File: src/design/abd_pkg.sv
package abd_pkg;

   // field widths
   localparam int unsigned ByteW   = 8;
   localparam int unsigned NibW    = 4;
   localparam int unsigned PosW    = 4;
   localparam int unsigned SampW   = 32;
   localparam int unsigned CoefW   = 8;
   localparam int unsigned ProdW   = SampW + CoefW;
   localparam int unsigned PredSh  = 6;
   localparam int unsigned TermW   = ProdW - PredSh;
   localparam int unsigned AccW    = TermW + 2;
   localparam int unsigned BaseW   = 16;
   localparam int unsigned UserOutW = 3;

   // byte positions inside a block
   localparam logic [PosW-1:0] PosHead  = 4'd0;
   localparam logic [PosW-1:0] PosFlags = 4'd1;
   localparam logic [PosW-1:0] PosLast  = 4'd15;

   // flags value that means jump to the loop start
   localparam logic [ByteW-1:0] FlagsJump = 8'd3;

   // end action codes
   localparam logic [1:0] EndContinue = 2'd0;
   localparam logic [1:0] EndJump     = 2'd1;
   localparam logic [1:0] EndStop     = 2'd2;

   // commands from controller to datapath
   typedef struct packed {
      logic load;
      logic mul_a;
      logic mul_b;
      logic finish;
      logic nib_sel;
   } cmd_type;

   // status from datapath to controller
   typedef struct packed {
      logic header;
      logic out_free;
   } sts_type;

   // first-tap coefficient; unknown filters behave as filter 0
   function automatic logic signed [CoefW-1:0] coef_a(input logic [NibW-1:0] f);
      logic signed [CoefW-1:0] c;
      case (f)
         4'd1:    c = 8'sd60;
         4'd2:    c = 8'sd115;
         4'd3:    c = 8'sd98;
         4'd4:    c = 8'sd122;
         default: c = 8'sd0;
      endcase
      return c;
   endfunction

   // second-tap coefficient
   function automatic logic signed [CoefW-1:0] coef_b(input logic [NibW-1:0] f);
      logic signed [CoefW-1:0] c;
      case (f)
         4'd2:    c = -8'sd52;
         4'd3:    c = -8'sd55;
         4'd4:    c = -8'sd60;
         default: c = 8'sd0;
      endcase
      return c;
   endfunction

endpackage

File: src/design/abd_ctrl.sv
module abd_ctrl (
   input  logic             clock,
   input  logic             reset,
   input  logic             req_tvalid,
   output logic             req_tready,
   input  abd_pkg::sts_type sts,
   output abd_pkg::cmd_type cmd
);
   import abd_pkg::*;

   typedef enum logic [1:0] {
      ST_IDLE,
      ST_MUL_A,
      ST_MUL_B,
      ST_SUM
   } state_type;

   state_type state_ff, state_in;
   logic      nib_ff, nib_in;

   // next state
   always_comb begin
      state_in = state_ff;
      nib_in   = nib_ff;
      case (state_ff)
         ST_IDLE: begin
            if (req_tvalid && !sts.header) begin
               state_in = ST_MUL_A;
               nib_in   = 1'b0;
            end
         end
         ST_MUL_A: state_in = ST_MUL_B;
         ST_MUL_B: state_in = ST_SUM;
         ST_SUM: begin
            // wait here until the output register can take the sample
            if (sts.out_free) begin
               if (!nib_ff) begin
                  state_in = ST_MUL_A;
                  nib_in   = 1'b1;
               end else begin
                  state_in = ST_IDLE;
               end
            end
         end
         default: state_in = ST_IDLE;
      endcase
   end

   always_ff @(posedge clock) begin
      if (reset) begin
         state_ff <= ST_IDLE;
         nib_ff   <= 1'b0;
      end else begin
         state_ff <= state_in;
         nib_ff   <= nib_in;
      end
   end

   // commands
   always_comb begin
      req_tready  = (state_ff == ST_IDLE);
      cmd.load    = req_tvalid && (state_ff == ST_IDLE);
      cmd.mul_a   = (state_ff == ST_MUL_A);
      cmd.mul_b   = (state_ff == ST_MUL_B);
      cmd.finish  = (state_ff == ST_SUM) && sts.out_free;
      cmd.nib_sel = nib_ff;
   end

endmodule

File: src/design/abd_datapath.sv
module abd_datapath (
   input  logic                              clock,
   input  logic                              reset,
   input  abd_pkg::cmd_type                  cmd,
   output abd_pkg::sts_type                  sts,
   input  logic                              req_tuser,
   input  logic [abd_pkg::ByteW-1:0]         req_tdata,
   output logic                              rsp_tvalid,
   input  logic                              rsp_tready,
   output logic [abd_pkg::SampW-1:0]         rsp_tdata,
   output logic                              rsp_tlast,
   output logic [abd_pkg::UserOutW-1:0]      rsp_tuser
);
   import abd_pkg::*;

   logic signed [SampW-1:0] hist1_ff, hist1_in;
   logic signed [SampW-1:0] hist2_ff, hist2_in;
   logic [PosW-1:0]         pos_ff, pos_in;
   logic [NibW-1:0]         shift_ff, shift_in;
   logic [NibW-1:0]         filter_ff, filter_in;
   logic [ByteW-1:0]        flags_ff, flags_in;
   logic [ByteW-1:0]        byte_ff, byte_in;
   logic                    last_ff, last_in;
   logic signed [ProdW-1:0] prod_ff, prod_in;
   logic signed [AccW-1:0]  acc_ff, acc_in;
   logic                    out_valid_ff, out_valid_in;
   logic [SampW-1:0]        out_data_ff, out_data_in;
   logic                    out_last_ff, out_last_in;
   logic [UserOutW-1:0]     out_user_ff, out_user_in;

   logic [PosW-1:0]         pos_cur;
   logic [NibW-1:0]         nib;
   logic signed [BaseW-1:0] base;
   logic signed [SampW-1:0] mul_x;
   logic signed [CoefW-1:0] mul_c;
   logic signed [TermW-1:0] term;
   logic signed [AccW-1:0]  sum;
   logic signed [SampW-1:0] sat;
   logic                    out_free;
   logic                    is_last;
   logic [1:0]              end_code;

   // position of the byte now offered; restart starts a new block
   assign pos_cur = req_tuser ? PosHead : pos_ff;
   assign out_free = !out_valid_ff || rsp_tready;
   assign sts.header   = (pos_cur == PosHead) || (pos_cur == PosFlags);
   assign sts.out_free = out_free;

   // nibble in bits 15..12, then arithmetic shift
   assign nib  = cmd.nib_sel ? byte_ff[ByteW-1:NibW] : byte_ff[NibW-1:0];
   assign base = $signed({nib, 12'b0}) >>> shift_ff;

   // shared multiplier: first tap, then second tap
   assign mul_x = cmd.mul_b ? hist2_ff : hist1_ff;
   assign mul_c = cmd.mul_b ? coef_b(filter_ff) : coef_a(filter_ff);
   assign term  = TermW'(prod_ff >>> PredSh);

   // final sum and saturation to 32 bits
   always_comb begin
      sum = acc_ff + AccW'(term);
      if (sum > AccW'(signed'({1'b0, {(SampW-1){1'b1}}}))) begin
         sat = {1'b0, {(SampW-1){1'b1}}};
      end else if (sum < -AccW'(signed'({1'b0, {(SampW-1){1'b1}}})) - AccW'(1)) begin
         sat = {1'b1, {(SampW-1){1'b0}}};
      end else begin
         sat = sum[SampW-1:0];
      end
   end

   // block end marks, only on the high nibble of the last byte
   always_comb begin
      is_last  = cmd.nib_sel && last_ff;
      end_code = EndContinue;
      if (is_last && flags_ff[0]) begin
         end_code = (flags_ff == FlagsJump) ? EndJump : EndStop;
      end
   end

   // next values
   always_comb begin
      hist1_in     = hist1_ff;
      hist2_in     = hist2_ff;
      pos_in       = pos_ff;
      shift_in     = shift_ff;
      filter_in    = filter_ff;
      flags_in     = flags_ff;
      byte_in      = byte_ff;
      last_in      = last_ff;
      prod_in      = prod_ff;
      acc_in       = acc_ff;
      out_valid_in = out_valid_ff && !rsp_tready;
      out_data_in  = out_data_ff;
      out_last_in  = out_last_ff;
      out_user_in  = out_user_ff;

      if (cmd.load) begin
         if (req_tuser) begin
            hist1_in = '0;
            hist2_in = '0;
         end
         pos_in  = pos_cur + PosW'(1);
         byte_in = req_tdata;
         last_in = (pos_cur == PosLast);
         if (pos_cur == PosHead) begin
            shift_in  = req_tdata[NibW-1:0];
            filter_in = req_tdata[ByteW-1:NibW];
         end
         if (pos_cur == PosFlags) begin
            flags_in = req_tdata;
         end
      end

      if (cmd.mul_a || cmd.mul_b) begin
         prod_in = ProdW'(mul_x) * ProdW'(mul_c);
      end
      if (cmd.mul_b) begin
         acc_in = AccW'(base) + AccW'(term);
      end

      if (cmd.finish) begin
         hist2_in     = hist1_ff;
         hist1_in     = sat;
         out_valid_in = 1'b1;
         out_data_in  = sat;
         out_last_in  = is_last;
         out_user_in  = {end_code, is_last && flags_ff[2]};
      end
   end

   // control and history registers
   always_ff @(posedge clock) begin
      if (reset) begin
         hist1_ff     <= '0;
         hist2_ff     <= '0;
         pos_ff       <= '0;
         shift_ff     <= '0;
         filter_ff    <= '0;
         flags_ff     <= '0;
         out_valid_ff <= 1'b0;
      end else begin
         hist1_ff     <= hist1_in;
         hist2_ff     <= hist2_in;
         pos_ff       <= pos_in;
         shift_ff     <= shift_in;
         filter_ff    <= filter_in;
         flags_ff     <= flags_in;
         out_valid_ff <= out_valid_in;
      end
   end

   // working and output payload registers
   always_ff @(posedge clock) begin
      byte_ff     <= byte_in;
      last_ff     <= last_in;
      prod_ff     <= prod_in;
      acc_ff      <= acc_in;
      out_data_ff <= out_data_in;
      out_last_ff <= out_last_in;
      out_user_ff <= out_user_in;
   end

   assign rsp_tvalid = out_valid_ff;
   assign rsp_tdata  = out_data_ff;
   assign rsp_tlast  = out_last_ff;
   assign rsp_tuser  = out_user_ff;

endmodule

File: src/design/adpcm_block_decoder_top.sv
// ADPCM block decoder: takes 16-byte sound blocks one byte per item and returns
// two 32-bit samples for each data byte (low nibble first). The two header bytes
// (shift/filter, then flags) are taken while idle and give no item. Each
// sample of a data byte steps through MUL_A, MUL_B and SUM, since both
// prediction taps go through one shared 32x8 multiplier before the saturating
// sum; a sample held back by the result side stalls the work. The next byte is
// taken while the second sample still waits in the output register. A restart
// flag on an input item clears the history and makes that byte the block header.
module adpcm_block_decoder_top (
   input  logic        clock,
   input  logic        reset,
   input  logic        req_tvalid,
   output logic        req_tready,
   input  logic [7:0]  req_tdata,   // data_byte
   input  logic        req_tuser,   // restart
   output logic        rsp_tvalid,
   input  logic        rsp_tready,
   output logic [31:0] rsp_tdata,   // sample
   output logic        rsp_tlast,   // last_of_block
   output logic [2:0]  rsp_tuser    // loop_start_mark, end_action[1:0]
);
   import abd_pkg::*;

   cmd_type cmd;
   sts_type sts;

   abd_ctrl u_ctrl (
      .clock      (clock),
      .reset      (reset),
      .req_tvalid (req_tvalid),
      .req_tready (req_tready),
      .sts        (sts),
      .cmd        (cmd)
   );

   abd_datapath u_datapath (
      .clock      (clock),
      .reset      (reset),
      .cmd        (cmd),
      .sts        (sts),
      .req_tuser  (req_tuser),
      .req_tdata  (req_tdata),
      .rsp_tvalid (rsp_tvalid),
      .rsp_tready (rsp_tready),
      .rsp_tdata  (rsp_tdata),
      .rsp_tlast  (rsp_tlast),
      .rsp_tuser  (rsp_tuser)
   );

   // end marks only ride on the last sample of a block
   a_marks_on_last: assert property (@(posedge clock) disable iff (reset)
      rsp_tvalid && !rsp_tlast |-> rsp_tuser == '0)
      else $error("end marks outside the last sample");

   // a finished sample shows up in the output register
   a_finish_shows: assert property (@(posedge clock) disable iff (reset)
      cmd.finish |=> rsp_tvalid)
      else $error("finished sample not presented");

   // header bytes do not stall the input
   a_header_quick: assert property (@(posedge clock) disable iff (reset)
      cmd.load && sts.header |=> req_tready)
      else $error("header byte stalled the input");

endmodule

File: config.mk
export PLATFORM = sky130hd
export DESIGN_NAME = adpcm_block_decoder_top
export DESIGN_NICKNAME = d
export VERILOG_FILES = /design/src/design/abd_pkg.sv /design/src/design/abd_ctrl.sv /design/src/design/abd_datapath.sv /design/src/design/adpcm_block_decoder_top.sv
export SDC_FILE = /design/constraint.sdc
export NUM_CORES = 1
export LEC_CHECK = 0
export BUFFER_PORTS_ARGS = -buffer_cell sky130_fd_sc_hd__buf_2
export CAP_MARGIN = 20
export CORE_UTILIZATION = 50
export DETAILED_ROUTE_END_ITERATION = 10
export HOLD_SLACK_MARGIN = 0.03
export PLACE_DENSITY = 0.69
export SYNTH_ARGS = -nofsm -noshare
export SYNTH_HDL_FRONTEND = slang
export SYNTH_SLANG_ARGS = --single-unit
File: constraint.sdc
create_clock -name clock -period 7.8 [get_ports clock]
set_input_delay 1.56 -clock clock [delete_from_list [all_inputs] [get_ports clock]]
set_output_delay 1.56 -clock clock [all_outputs]
set_load 0.1 [all_outputs]
==> Word-level counts from Yosys, hierarchy flattened <==
Cells that the tools add are included.
{ "op_classes": {"n_addsub": 3, "n_eq_ne": 12, "order_cmp": 2, "multipliers": 1, "mux": 21, "n_shift": 1, "n_reduce_logical": 23} }
{ "ops": {"columns": ["cell", "count"], "rows": [
  ["$mux W32", 7],
  ["$mul A32 B8 Y40", 1],
  ["$add A36 B34 Y36", 1],
  ["$gt A36 B32 Y1 const B", 1],
  ["$lt A36 B32 Y1 const B", 1],
  ["$add A16 B34 Y35", 1],
  ["$pmux W7 S4", 1],
  ["$pmux W8 S3", 1],
  ["$sshr A16 B4 Y16", 1],
  ["$eq A4 B1 Y1 const B", 2],
  ["$eq A4 B2 Y1 const B", 2],
  ["$eq A8 B2 Y1 const B", 1],
  ["$mux W4", 2],
  ["$mux W8", 1],
  ["$pmux W2 S4", 1],
  ["$reduce_and A2 Y1", 4],
  ["$logic_and A1 B1 Y1", 7],
  ["$mux W2", 3],
  ["$reduce_bool A2 Y1", 3],
  ["$add A4 B1 Y4 const B", 1],
  ["$eq A2 B2 Y1 const B", 2],
  ["$eq A4 B3 Y1 const B", 1],
  ["$eq A4 B4 Y1 const B", 1],
  ["$logic_not A4 Y1", 1],
  ["other kinds (8)", 16]
]} }
{ "totals": {"register_bits": 209, "in_bits": 13, "word_cells": 80} }

==> Logic depth before layout (Yosys ltp) <==
Gate-level depths: netlist of run 1.
{ "depth": {"depth_word": 7, "depth_mapped": 27, "ltp_nobuf": 24} }

==> By module <==
From an unflattened synthesis of run 1, not the netlist that was laid out.
{ "unflattened": {"cells_unflattened": 2186, "hier_area_um2": 19886.6} }
{ "by_module_without_submodules": {"columns": ["module", "seq_area_each_um2", "area_per_inst_um2", "n_inst", "cells_per_inst"], "rows": [
  ["abd_datapath", 5124.9, 19606.3, 1, 2157],
  ["abd_ctrl", 60.1, 280.3, 1, 29]
]} }

==> Worst setup path before layout of run 1 <==
OpenSTA, ideal clock, no wires.
{ "synth_timing": {"path_kind": "flip-flop to flip-flop", "startpoint": "register u_ctrl.state_ff[0]", "endpoint": "register u_datapath.prod_ff[22], data pin", "setup_time_ps": 262, "setup_slack_ps": 232, "stages_incl_launch_ff": 26, "arrival_time_ps": 7306, "cell_sequence": "dfxtp_1 > inv_1 > ha_1 > clkbuf_1 > clkbuf_1 > clkbuf_1 > nand2_1 > clkbuf_1 > or2_2 > fa_1 > fa_1 > inv_1 > fa_1 > inv_1 > fa_1 > inv_1 > ha_1 > nand4b_1 > o2111ai_1 > or4_1 > a21oi_1 > o21ai_0 > a221o_1 > a21oi_1 > o21bai_1 > xor2_1"} }
{ "synth_between": {"elab_chain_len": 3, "elab_cells_between_ends": 4, "cone_classes": "1 x mul; 1 x eq/ne; 2 x mux"} }
{ "synth_lines": {"columns": ["item", "line_no", "text"], "rows": [
  ["start, declared", "abd_ctrl.sv:18", "state_type state_ff, state_in;"],
  ["start signal, assigned", "abd_ctrl.sv:54", "state_ff <= state_in;"],
  ["$eq A2 B2 Y1 *", "abd_ctrl.sv:64", "cmd.mul_b = (state_ff == ST_MUL_B);"],
  ["$mux W32 or $mux W8 (tied branches)", "abd_datapath.sv:54, abd_datapath.sv:55", null],
  ["$mul A32 B8 Y40 *", "abd_datapath.sv:114", "prod_in = ProdW'(mul_x) * ProdW'(mul_c);"],
  ["end signal, assigned", "abd_datapath.sv:155", "prod_ff <= prod_in;"],
  ["end, declared", "abd_datapath.sv:24", "logic signed [ProdW-1:0] prod_ff, prod_in;"]
]} }
Mark *: on every way between the ends. The rest lies on a longest branch, timed or not.
A chain may end at the register's enable or synchronous reset.

==> Worst setup path after layout of run 1 <==
Same ends and word-level chain as after synthesis.

==> metrics.md, run 1 <==
| Metric | Value |
|---|---|
| Status | `finished clean` |
| Top cell type's share of synthesized area | `20.14%` |
| Post-synthesis sequential area ratio | `26.21%` |
| R2R Setup Slk | `0.50 ns` |
| HP Start | `u_datapath.pos_ff[1]$_SDFFE_PP0P_` |
| Vias | `15430` |
| Clock network fraction of design power | `24.3%` |
| Hold Worst Slack | `0.4915 ns` |
| Die Ht | `200.9 um` |
| Worst path required time | `8.10 ns` |
| Cell Area, Synth | `19780 sq um` |
| Largest cells by area after synthesis | `fa_1, edfxtp_1, ha_1` |
| # rows | `72` |
| Clock Sinks | `202` |
| Crit path max-delay family | `adder cells` |
| H-tree levels | `1` |
| Initial antenna violation count | `0` |
| Synthesis-stage register bit count | `202` |
| Clk buf depth | `3` |
| Synth warn | `0` |
| Switching Power | `2.404 mW` |
| Post-CTS Setup Bufs | `0` |
| Routed len/inst | `18.66 um` |
| Largest stage delay, worst path | `0.68 ns` |
| Setup TNS | `0 ns` |
| FF-to-FF Start | `u_ctrl.state_ff[0]$_SDFFE_PP0P_` |
| CTS buffer count | `26` |
| Worst min-delay path category | `reg -> reg` |
| Final worst path period share | `93.59%` |
| Final Critical Period | `7.300 ns` |
| Most numerous cell in the Yosys netlist | `inv_1` |
| Switching share of power | `42.78%` |
| Placed wire-length estimate | `39250 um` |
| GP Congestion | `0.9448` |
| PnR Total Power | `5.619 mW` |
| Yosys cell types | `82` |
| Setup CP Type | `reg -> reg` |
| IO Pins | `51` |
| RSZ-0062 raised after global routing | `false` |
| Fmax | `137.0 MHz` |
| CTS clk-pin slew, worst paths | `0.06 ns` |
| Main synth FF type | `edfxtp_1` |
| Final setup vio count | `0` |
| Synth-to-layout area growth | `8.496%` |
| Min-Delay Endpoint | `u_datapath.pos_ff[1]$_SDFFE_PP0P_` |
| Post-cts repair resize count | `0` |
| Crit. End Element | `register` |
| Syn Area/Cell | `9.157 sq um` |
| Die width | `200.9 um` |
| Syn nets | `2522` |
| First-pass GRT wire length | `82080 um` |
| Worst slew pin tran | `0.9750 ns` |
| Hold depth | `2` |
| Asr flop ratio synth | `0%` |
| Starting Density | `50.94%` |
| Yosys top cell by area | `fa_1` |
| Proportion of layout cells with a drive suffix above 1 | `7.531%` |
| Crit-path slowest cell | `ha_4` |
| Number of DRC markers in iteration 0 | `1263` |
| Clock Latency Late Sink | `0.55 ns` |
| Top post-synthesis cells by count | `inv_1, nor2_1, fa_1` |
| Critical path arrival | `7.60 ns` |
| Seq pwr share | `27.8%` |
| Crit path launch type | `register` |
| Vias per cell | `5.696` |
| Comb power frac | `47.9%` |
| Vias in the first global route | `15369` |
| Largest net degree at the start of global routing | `59` |
| CP Buf/Inv Count | `3` |
| ANT nets after route | `0` |
| Core area | `38830 sq um` |
| Ant diodes | `0` |
| Int Power | `3.215 mW` |
| Critical path fanouts, max | `57` |
| CTS tree | `done` |
| Die Area | `40360 sq um` |
| Grt total ovfl | `0` |
| Fin. max-slew vios | `0` |
| R2r endpoint | `u_datapath.prod_ff[22]$_DFFE_PP_` |
| Crit-path cells | `inv_1, ha_4, nor4_1, a31oi_1, or2_2, nor2_1, fa_1, ha_1, inv_1, fa_1, fa_1, inv_1, ha_1, nand4b_1, o2111ai_1, or4_1, a21oi_1, o21ai_0, a221o_1, a21oi_1, o21bai_1, xor2_1` |
| P_leak | `9.588 nW` |
| WL final | `50550 um` |
| Pre-CTS WS | `0.5136 ns` |
| Drt drc | `0` |
| PwrDens | `261.8 nW/um^2` |
| CP Launch Point | `u_ctrl.state_ff[0]$_SDFFE_PP0P_` |
| Clock skew | `0.02393 ns` |
| Max Cap Viol | `0` |
| Cells after synthesis | `2160` |
| Number of synthesized flops with an enable pin | `114` |
| Reg2reg path depth | `22` |
| Max_slew headroom | `34.76%` |
| Nets | `2534` |
| First-pass detailed-route iteration total | `5` |
| Root Buffer | `clkbuf_16` |
| Worst setup margin | `0.4998 ns` |
| Peak VDD IR | `0.0001653 V` |
| Overall routing resource usage | `25.54%` |
| Hold Buf Count CTS | `0` |
| Fin. Hold Viols | `0` |
| Port bufs | `50` |
-- worst reg2reg max path, stage by stage, from the launching register on --
cell	delay, ns
dfxtp_1	0.32
inv_1	0.15
ha_4	0.68
nor4_1	0.11
a31oi_1	0.54
or2_2	0.65
nor2_1	0.16
fa_1	0.46
ha_1	0.29
inv_1	0.06
fa_1	0.51
fa_1	0.55
inv_1	0.04
ha_1	0.34
nand4b_1	0.11
o2111ai_1	0.19
or4_1	0.51
a21oi_1	0.29
o21ai_0	0.19
a221o_1	0.43
a21oi_1	0.24
o21bai_1	0.11
xor2_1	0.15
-- cell usage in the layout, fill, tap and decap left out, types with 12 or more instances in the layout --
cell type and n:
a211oi_1 15, a21boi_0 16, a21o_1 41, a21oi_1 92, a22oi_1 37, a31oi_1 14
and2_1 67, buf_2 50, buf_4 18, clkbuf_16 28, dfxtp_1 88, edfxtp_1 114
fa_1 199, ha_1 149, inv_1 319, mux2i_1 42, nand2_1 121, nand2b_1 30
nand3_1 26, nand4_1 12, nor2_1 278, nor2b_1 19, nor3_1 27, o21a_1 14
o21ai_0 59, o21ai_1 19, o21bai_1 12, o221ai_1 25, or2_2 19, xnor2_1 54
xor2_1 28
-- state kept, by name (all words and copies together) (netlist names), 8 cells and up --
signal,cells
u_datapath.flags_ff,8
u_datapath.acc_ff,35
u_datapath.byte_ff,8
u_datapath.prod_ff,34
u_datapath.rsp_tdata,32
u_datapath.hist2_ff,32
u_datapath.hist1_ff,32
-- power groups by stage --
stage,logic (mW),clock network (mW),registers [mW]
after floorplan,2.05,0,1.54
after global placement,2.58,0,1.57
after detailed placement,2.64,0,1.58
after CTS,2.66,1.39,1.56
after global routing,2.95,1.43,1.58
final,2.69,1.36,1.56
-- metrics by stage --
| step | std cells | util (%) | instance area (sq um) |
|---|---|---|---|
| after floorplan | 2160 | - | 19780 |
| after global routing | 2709 | 55.27 | 21460 |
| after CTS | 2709 | 55.27 | 21460 |
| final | 2709 | 55.27 | 21460 |
| after global placement | 2662 | 52.76 | 20480 |
| after detailed placement | 2662 | 52.76 | 20480 |
-- per-layer routing --
| layer | vias up | part of all wire [%] | global-route usage (%) |
|---|---|---|---|
| li1 | 7271 | - | - |
| met5 | - | 0 | 0 |
| met4 | 0 | 2.6 | 7.552 |
| met1 | 7559 | 45 | 36.14 |
| met2 | 519 | 44 | 40.14 |
| met3 | 81 | 8.2 | 4.253 |
-- final cells by class --
cell class | count | area (sq um)
Clock buffer | 31 | 721.9
Inverter | 320 | 1201
Tap cell | 518 | 648.1
Fill cell | 3389 | 17370
Timing Repair Buffer | 68 | 385.4
Multi-Input combinational cell | 1554 | 13060
Sequential cell | 202 | 5185
Clock inverter | 16 | 254.0
-- how the worst max path moves through the flow --
stage / endpoint / slack [ns] / cells past startpoint
2_1_floorplan: u_datapath.prod_ff[22]$_DFFE_PP_ / 0.23 / 25
3_3_place_gp: u_datapath.prod_ff[22]$_DFFE_PP_ / 0.78 / 22
3_5_place_dp: u_datapath.prod_ff[22]$_DFFE_PP_ / 0.51 / 22
4_1_cts: u_datapath.prod_ff[22]$_DFFE_PP_ / 0.52 / 22
5_1_grt: u_datapath.prod_ff[22]$_DFFE_PP_ / 0.11 / 22
6_report: u_datapath.prod_ff[22]$_DFFE_PP_ / 0.50 / 22
-- kinds of logic after synthesis --
kind of cell | share of synthesized area, %
buffers and inverters | 7.895
AO/OA/AOI/OAI | 14.79
AND/OR/NAND/NOR | 15.49
flip-flops | 26.21
adder cells (fa/ha/maj) | 29.63
XOR/XNOR | 3.631
multiplexers | 2.353
Power figures use the tool's default switching activity.
==> inputs of run 2 (changes only) <==
--- a/config.mk
+++ b/config.mk
@@ -8,6 +8,8 @@
 export BUFFER_PORTS_ARGS = -buffer_cell sky130_fd_sc_hd__buf_2
 export CAP_MARGIN = 20
 export CORE_UTILIZATION = 50
+export CTS_BUF_LIST = sky130_fd_sc_hd__clkbuf_16
+export CTS_CLUSTER_SIZE = 25
 export DETAILED_ROUTE_END_ITERATION = 10
 export HOLD_SLACK_MARGIN = 0.03
 export PLACE_DENSITY = 0.69
==> metrics.md, run 2 (synthesized netlist as in run 1, its figures left out) <==
| Metric | Value |
|---|---|
| Critical path arrival | `7.60 ns` |
| Met3 Resource Use GR | `4.253%` |
| M2 GR Usage | `40.14%` |
| Clk buf depth | `3` |
| Worst slew pin tran | `0.9802 ns` |
| WL final | `50630 um` |
| Busiest grt layer | `met2` |
| Critical path fanouts, max | `57` |
| Die Ht | `200.9 um` |
| Crit. End Element | `register` |
| Final Critical Period | `7.293 ns` |
| P_leak | `9.590 nW` |
| ANT nets after route | `0` |
| Routed len/inst | `18.69 um` |
| Fin. Hold Viols | `0` |
| Max_slew headroom | `34.41%` |
| Die width | `200.9 um` |
| Nets | `2534` |
| Grt met1 use | `36.12%` |
| Drt drc | `0` |
| CTS tree | `done` |
| IO Pins | `51` |
| CTS buffer count | `26` |
| Setup TNS | `0 ns` |
| Crit path launch type | `register` |
| Root Buffer | `clkbuf_16` |
| Area of the multi-input gates | `13060 sq um` |
| Clock Sinks | `202` |
| Most frequent cells in the layout | `inv_1, nor2_1, fa_1, ha_1, nand2_1` |
| Post-CTS Setup Bufs | `0` |
| Number of DRC markers in iteration 0 | `1221` |
| Proportion of layout cells with a drive suffix above 1 | `7.485%` |
| Worst min-delay path category | `reg -> reg` |
| CTS clk-pin slew, worst paths | `0.06 ns` |
| Cell area after layout | `21450 sq um` |
| Hold Buf Count CTS | `0` |
| Commonest non-fill, non-tap cell in the layout | `inv_1` |
| RSZ-0062 raised after global routing | `false` |
| First-pass detailed-route iteration total | `6` |
| H-tree levels | `1` |
| Placed inst area | `20480 sq um` |
| Overall routing resource usage | `25.53%` |
| Initial antenna violation count | `0` |
| Status | `finished clean` |
| Vias in the first global route | `15371` |
| Fin. max-slew vios | `0` |
| Clock Latency Late Sink | `0.56 ns` |
| Biggest register | `u_datapath.acc_ff` |
| Die Area | `40360 sq um` |
| Port bufs | `50` |
| Fmax | `137.1 MHz` |
| Synth-to-layout area growth | `8.445%` |
| # rows | `72` |
| Peak VDD IR | `0.0001689 V` |
| Largest register FFs | `35` |
| Grt total ovfl | `0` |
| Placed wire-length estimate | `39250 um` |
| Post-cts repair resize count | `0` |
| Setup CP Type | `reg -> reg` |
| Biggest regs | `u_datapath.acc_ff (35), u_datapath.prod_ff (34)` |
| Final worst path period share | `93.50%` |
| Ant diodes | `0` |
| Final setup vio count | `0` |
| Worst path required time | `8.10 ns` |
| Filler cell count in the final layout | `3390` |
| Vias | `15413` |
| GP Congestion | `0.9448` |
| Starting Density | `50.94%` |
| Core area | `38830 sq um` |
| Register area | `5185 sq um` |
| First-pass GRT wire length | `82070 um` |
| PwrDens | `261.5 nW/um^2` |
| Largest net degree at the start of global routing | `59` |
| Max Cap Viol | `0` |
| Vias per cell | `5.690` |
| Clock skew | `0.02915 ns` |
## run 2: cell types whose count changed in the layout (fill, tap and decap cells not counted)
cell / previous run / this run
clkbuf_1: 2 / 0
inv_1: 319 / 321
clkbuf_8: 1 / 0
clkinv_1: 1 / 2
## run 2: cell type report
type	instances	area share, %
Multi-Input combinational cell	1554	60.91
Sequential cell	202	24.17
Timing Repair Buffer	68	1.797
Clock buffer	28	3.267
Inverter	320	5.600
Clock inverter	19	1.237
Tap cell	518	3.022
## run 2: worst paths after layout
| kind | start | to | slack, ns | cells past startpoint |
|---|---|---|---|---|
| worst max register to register | u_ctrl.state_ff[0]$_SDFFE_PP0P_ | u_datapath.prod_ff[22]$_DFFE_PP_ | 0.51 | 22 |
| worst min register to register | u_datapath.pos_ff[1]$_SDFFE_PP0P_ | u_datapath.pos_ff[1]$_SDFFE_PP0P_ | 0.49 | 2 |
| worst min-delay path | u_datapath.pos_ff[1]$_SDFFE_PP0P_ | u_datapath.pos_ff[1]$_SDFFE_PP0P_ | 0.49 | 2 |
| worst max-delay path | u_ctrl.state_ff[0]$_SDFFE_PP0P_ | u_datapath.prod_ff[22]$_DFFE_PP_ | 0.51 | 22 |
## run 2: routing by layer
metal,share of wire [%],wire (um)
met5,0,0
met4,2.5,1277
met3,8.1,4091
met2,44,22430
met1,45,22830
## run 2: power breakdown
group	leakage [nW]	internal, mW	total (mW)	switching, mW
combinational	7.34	0.929	2.69	1.76
sequential	1.77	1.42	1.56	0.141
clock	0.483	0.851	1.35	0.501
total	9.59	3.20	5.61	2.41
## run 2: critical path: stages, from the launching register on
cell and delay (ns):
dfxtp_1 0.32, inv_1 0.15, ha_4 0.68, nor4_1 0.09, a31oi_1 0.54, or2_2 0.65, nor2_1 0.15, fa_1 0.46
ha_1 0.29, inv_1 0.06, fa_1 0.51, fa_1 0.55, inv_1 0.04, ha_1 0.34, nand4b_1 0.11, o2111ai_1 0.19
or4_1 0.51, a21oi_1 0.29, o21ai_0 0.18, a221o_1 0.43, a21oi_1 0.24, o21bai_1 0.11, xor2_1 0.15
## run 2: through the flow
stage / std cells / hold WS, ns / setup slack [ns] / utilization, % / power, mW
global route: 2709 / 0.5296 / 0.1117 / 55.24 / 5.947
finish: 2709 / 0.4918 / 0.5073 / 55.24 / 5.610
global placement: 2662 / 0.4783 / 0.7801 / 52.76 / 4.149
detailed placement: 2662 / 0.4871 / 0.5136 / 52.76 / 4.220
floorplan: 2160 / 0.4554 / 0.2321 / - / 3.588
CTS: 2709 / 0.4964 / 0.5225 / 55.24 / 5.589
==> inputs of run 3 (changes only) <==
--- a/config.mk
+++ b/config.mk
@@ -12,7 +12,7 @@
 export CTS_CLUSTER_SIZE = 25
 export DETAILED_ROUTE_END_ITERATION = 10
 export HOLD_SLACK_MARGIN = 0.03
-export PLACE_DENSITY = 0.69
+export PLACE_DENSITY = 0.66
 export SYNTH_ARGS = -nofsm -noshare
 export SYNTH_HDL_FRONTEND = slang
 export SYNTH_SLANG_ARGS = --single-unit
==> constraint.sdc (replaced) <==
create_clock -name clock -period 7.3 [get_ports clock]
set_input_delay 0.73 -clock clock [delete_from_list [all_inputs] [get_ports clock]]
set_output_delay 0.73 -clock clock [all_outputs]
set_load 0.1 [all_outputs]
==> metrics.md, run 3 (synthesized netlist as in run 1, its figures left out) <==
| Metric | Value |
|---|---|
| R2r endpoint | `u_datapath.prod_ff[22]$_DFFE_PP_` |
| Worst setup margin | `0.4963 ns` |
| Post-CTS Setup Bufs | `0` |
| Critical path arrival | `7.10 ns` |
| Busiest grt layer | `met2` |
| Non-filler cells in the finished layout | `2718` |
| Seq pwr share | `28.3%` |
| Final setup vio count | `0` |
| Core area | `38830 sq um` |
| Routed len/inst | `18.82 um` |
| Clock skew | `0.02388 ns` |
| Biggest register | `u_datapath.acc_ff` |
| Min-Delay Endpoint | `u_datapath.byte_ff[3]$_DFFE_PP_` |
| Status | `finished clean` |
| Setup CP Type | `reg -> reg` |
| Ant diodes | `0` |
| Worst min-delay path category | `in -> reg` |
| Grt met1 use | `37.21%` |
| Die width | `200.9 um` |
| Clock Latency Late Sink | `0.55 ns` |
| Vias per cell | `5.696` |
| Proportion of layout cells with a drive suffix above 1 | `7.727%` |
| Comb power frac | `49.3%` |
| Int Power | `3.335 mW` |
| Nets | `2544` |
| P_leak | `9.597 nW` |
| Met3 Resource Use GR | `4.951%` |
| Placed wire-length estimate | `39790 um` |
| R2R Setup Slk | `0.50 ns` |
| M2 GR Usage | `39.77%` |
| Largest net degree at the start of global routing | `61` |
| First-pass detailed-route iteration total | `5` |
| Clk buf depth | `3` |
| Post-cts repair resize count | `0` |
| Drt drc | `0` |
| Register area | `5185 sq um` |
| ANT nets after route | `0` |
| Biggest regs | `u_datapath.acc_ff (35), u_datapath.prod_ff (34)` |
| PnR Total Power | `5.893 mW` |
| Hold Buf Count CTS | `0` |
| Root Buffer | `clkbuf_16` |
| Initial antenna violation count | `0` |
| Worst slew pin tran | `1.025 ns` |
| Clock Sinks | `202` |
| GP Congestion | `0.9370` |
| Largest register FFs | `35` |
| Crit. End Element | `register` |
| First-pass GRT wire length | `82770 um` |
| Fmax | `147.0 MHz` |
| PwrDens | `274.8 nW/um^2` |
| Hold depth | `1` |
| Switching share of power | `43.40%` |
| Max_slew headroom | `29.89%` |
| Most frequent cells in the layout | `inv_1, nor2_1, fa_1, ha_1, nand2_1` |
| Die Ht | `200.9 um` |
| CTS tree | `done` |
| Grt total ovfl | `0` |
| H-tree levels | `1` |
| Starting Density | `50.94%` |
| RSZ-0062 raised after global routing | `false` |
| Number of DRC markers in iteration 0 | `1272` |
| Clock network fraction of design power | `22.4%` |
| Area of the multi-input gates | `13070 sq um` |
| Filler cell count in the final layout | `3432` |
| Synth-to-layout area growth | `8.426%` |
| Placed cell count | `2673` |
| Switching Power | `2.557 mW` |
| Peak VDD IR | `0.0001892 V` |
| Commonest non-fill, non-tap cell in the layout | `inv_1` |
| CTS clk-pin slew, worst paths | `0.06 ns` |
| HP Start | `req_tdata[3]` |
| Die Area | `40360 sq um` |
| WL final | `51160 um` |
| Crit path launch type | `register` |
| Setup TNS | `0 ns` |
| Critical path fanouts, max | `37` |
| Vias in the first global route | `15435` |
| Final worst path period share | `93.20%` |
| Worst path required time | `7.59 ns` |
| FF-to-FF Start | `u_ctrl.state_ff[0]$_SDFFE_PP0P_` |
| Final Critical Period | `6.804 ns` |
| CTS buffer count | `25` |
| Reg2reg path depth | `22` |
| # rows | `72` |
| Max Cap Viol | `0` |
| IO Pins | `51` |
| Vias | `15482` |
| Pre-CTS WS | `0.5461 ns` |
| Overall routing resource usage | `25.81%` |
| Fin. max-slew vios | `0` |
| Fin. Hold Viols | `0` |
| Port bufs | `50` |
## run 3: cell types whose count changed in the layout (fill, tap and decap cells not counted)
cell       delta
a21oi_4       +1
a21oi_2       -1
inv_8         -1
inv_1         -1
clkbuf_16     -1
bufinv_16     -2
clkinv_4      -1
buf_4        +11
clkinv_1      +4
## run 3: power groups by stage
stage	registers, mW	logic, mW	clock network [mW]
finish	1.67	2.90	1.32
floorplan	1.64	2.19	0
CTS	1.66	2.86	1.34
detailed placement	1.68	2.84	0
global route	1.68	3.17	1.39
global placement	1.68	2.79	0
## run 3: layer usage
metal  share of wire, %  up-vias
met5                  0        -
met4                2.1        0
li1                   -     7288
met2                 43      571
met1                 46     7551
met3                8.8       72
## run 3: worst max-delay path by stage
stage | startpoint | endpoint | cells past startpoint
4_1_cts | u_ctrl.state_ff[0]$_SDFFE_PP0P_ | u_datapath.prod_ff[22]$_DFFE_PP_ | 22
5_1_grt | u_ctrl.state_ff[0]$_SDFFE_PP0P_ | u_datapath.prod_ff[22]$_DFFE_PP_ | 22
3_5_place_dp | u_ctrl.state_ff[0]$_SDFFE_PP0P_ | u_datapath.prod_ff[22]$_DFFE_PP_ | 22
2_1_floorplan | u_ctrl.state_ff[0]$_SDFFE_PP0P_ | u_datapath.prod_ff[22]$_DFFE_PP_ | 25
3_3_place_gp | u_ctrl.state_ff[0]$_SDFFE_PP0P_ | u_datapath.prod_ff[34]$_DFFE_PP_ | 22
6_report | u_ctrl.state_ff[0]$_SDFFE_PP0P_ | u_datapath.prod_ff[22]$_DFFE_PP_ | 22
## run 3: per-stage QoR
step,hold WS [ns],utilization [%],area (sq um)
CTS,0.3994,55.23,21450
finish,0.4202,55.23,21450
global placement,0.4737,52.99,20570
global route,0.4116,55.23,21450
floorplan,0.4554,-,19780
detailed placement,0.4835,52.99,20570
## run 3: area by class of cell
cell class / count / area share, %
Clock buffer: 27 / 3.151
Clock inverter: 18 / 0.9160
Inverter: 320 / 5.601
Multi-Input combinational cell: 1554 / 60.95
Sequential cell: 202 / 24.18
Tap cell: 518 / 3.022
Timing Repair Buffer: 79 / 2.182
## run 3: critical path, stage by stage (launching register included)
cell	delay, ns
dfxtp_1	0.32
inv_1	0.13
ha_4	0.39
buf_4	0.51
a21oi_1	0.19
nand2b_1	0.20
fa_1	0.49
fa_1	0.55
inv_1	0.06
fa_1	0.52
inv_1	0.05
fa_1	0.53
inv_1	0.04
ha_1	0.34
nand3_1	0.12
o2111ai_1	0.16
or4_1	0.50
a21oi_1	0.30
o21ai_0	0.20
a221o_1	0.43
a21oi_1	0.25
o21bai_1	0.10
xor2_1	0.14
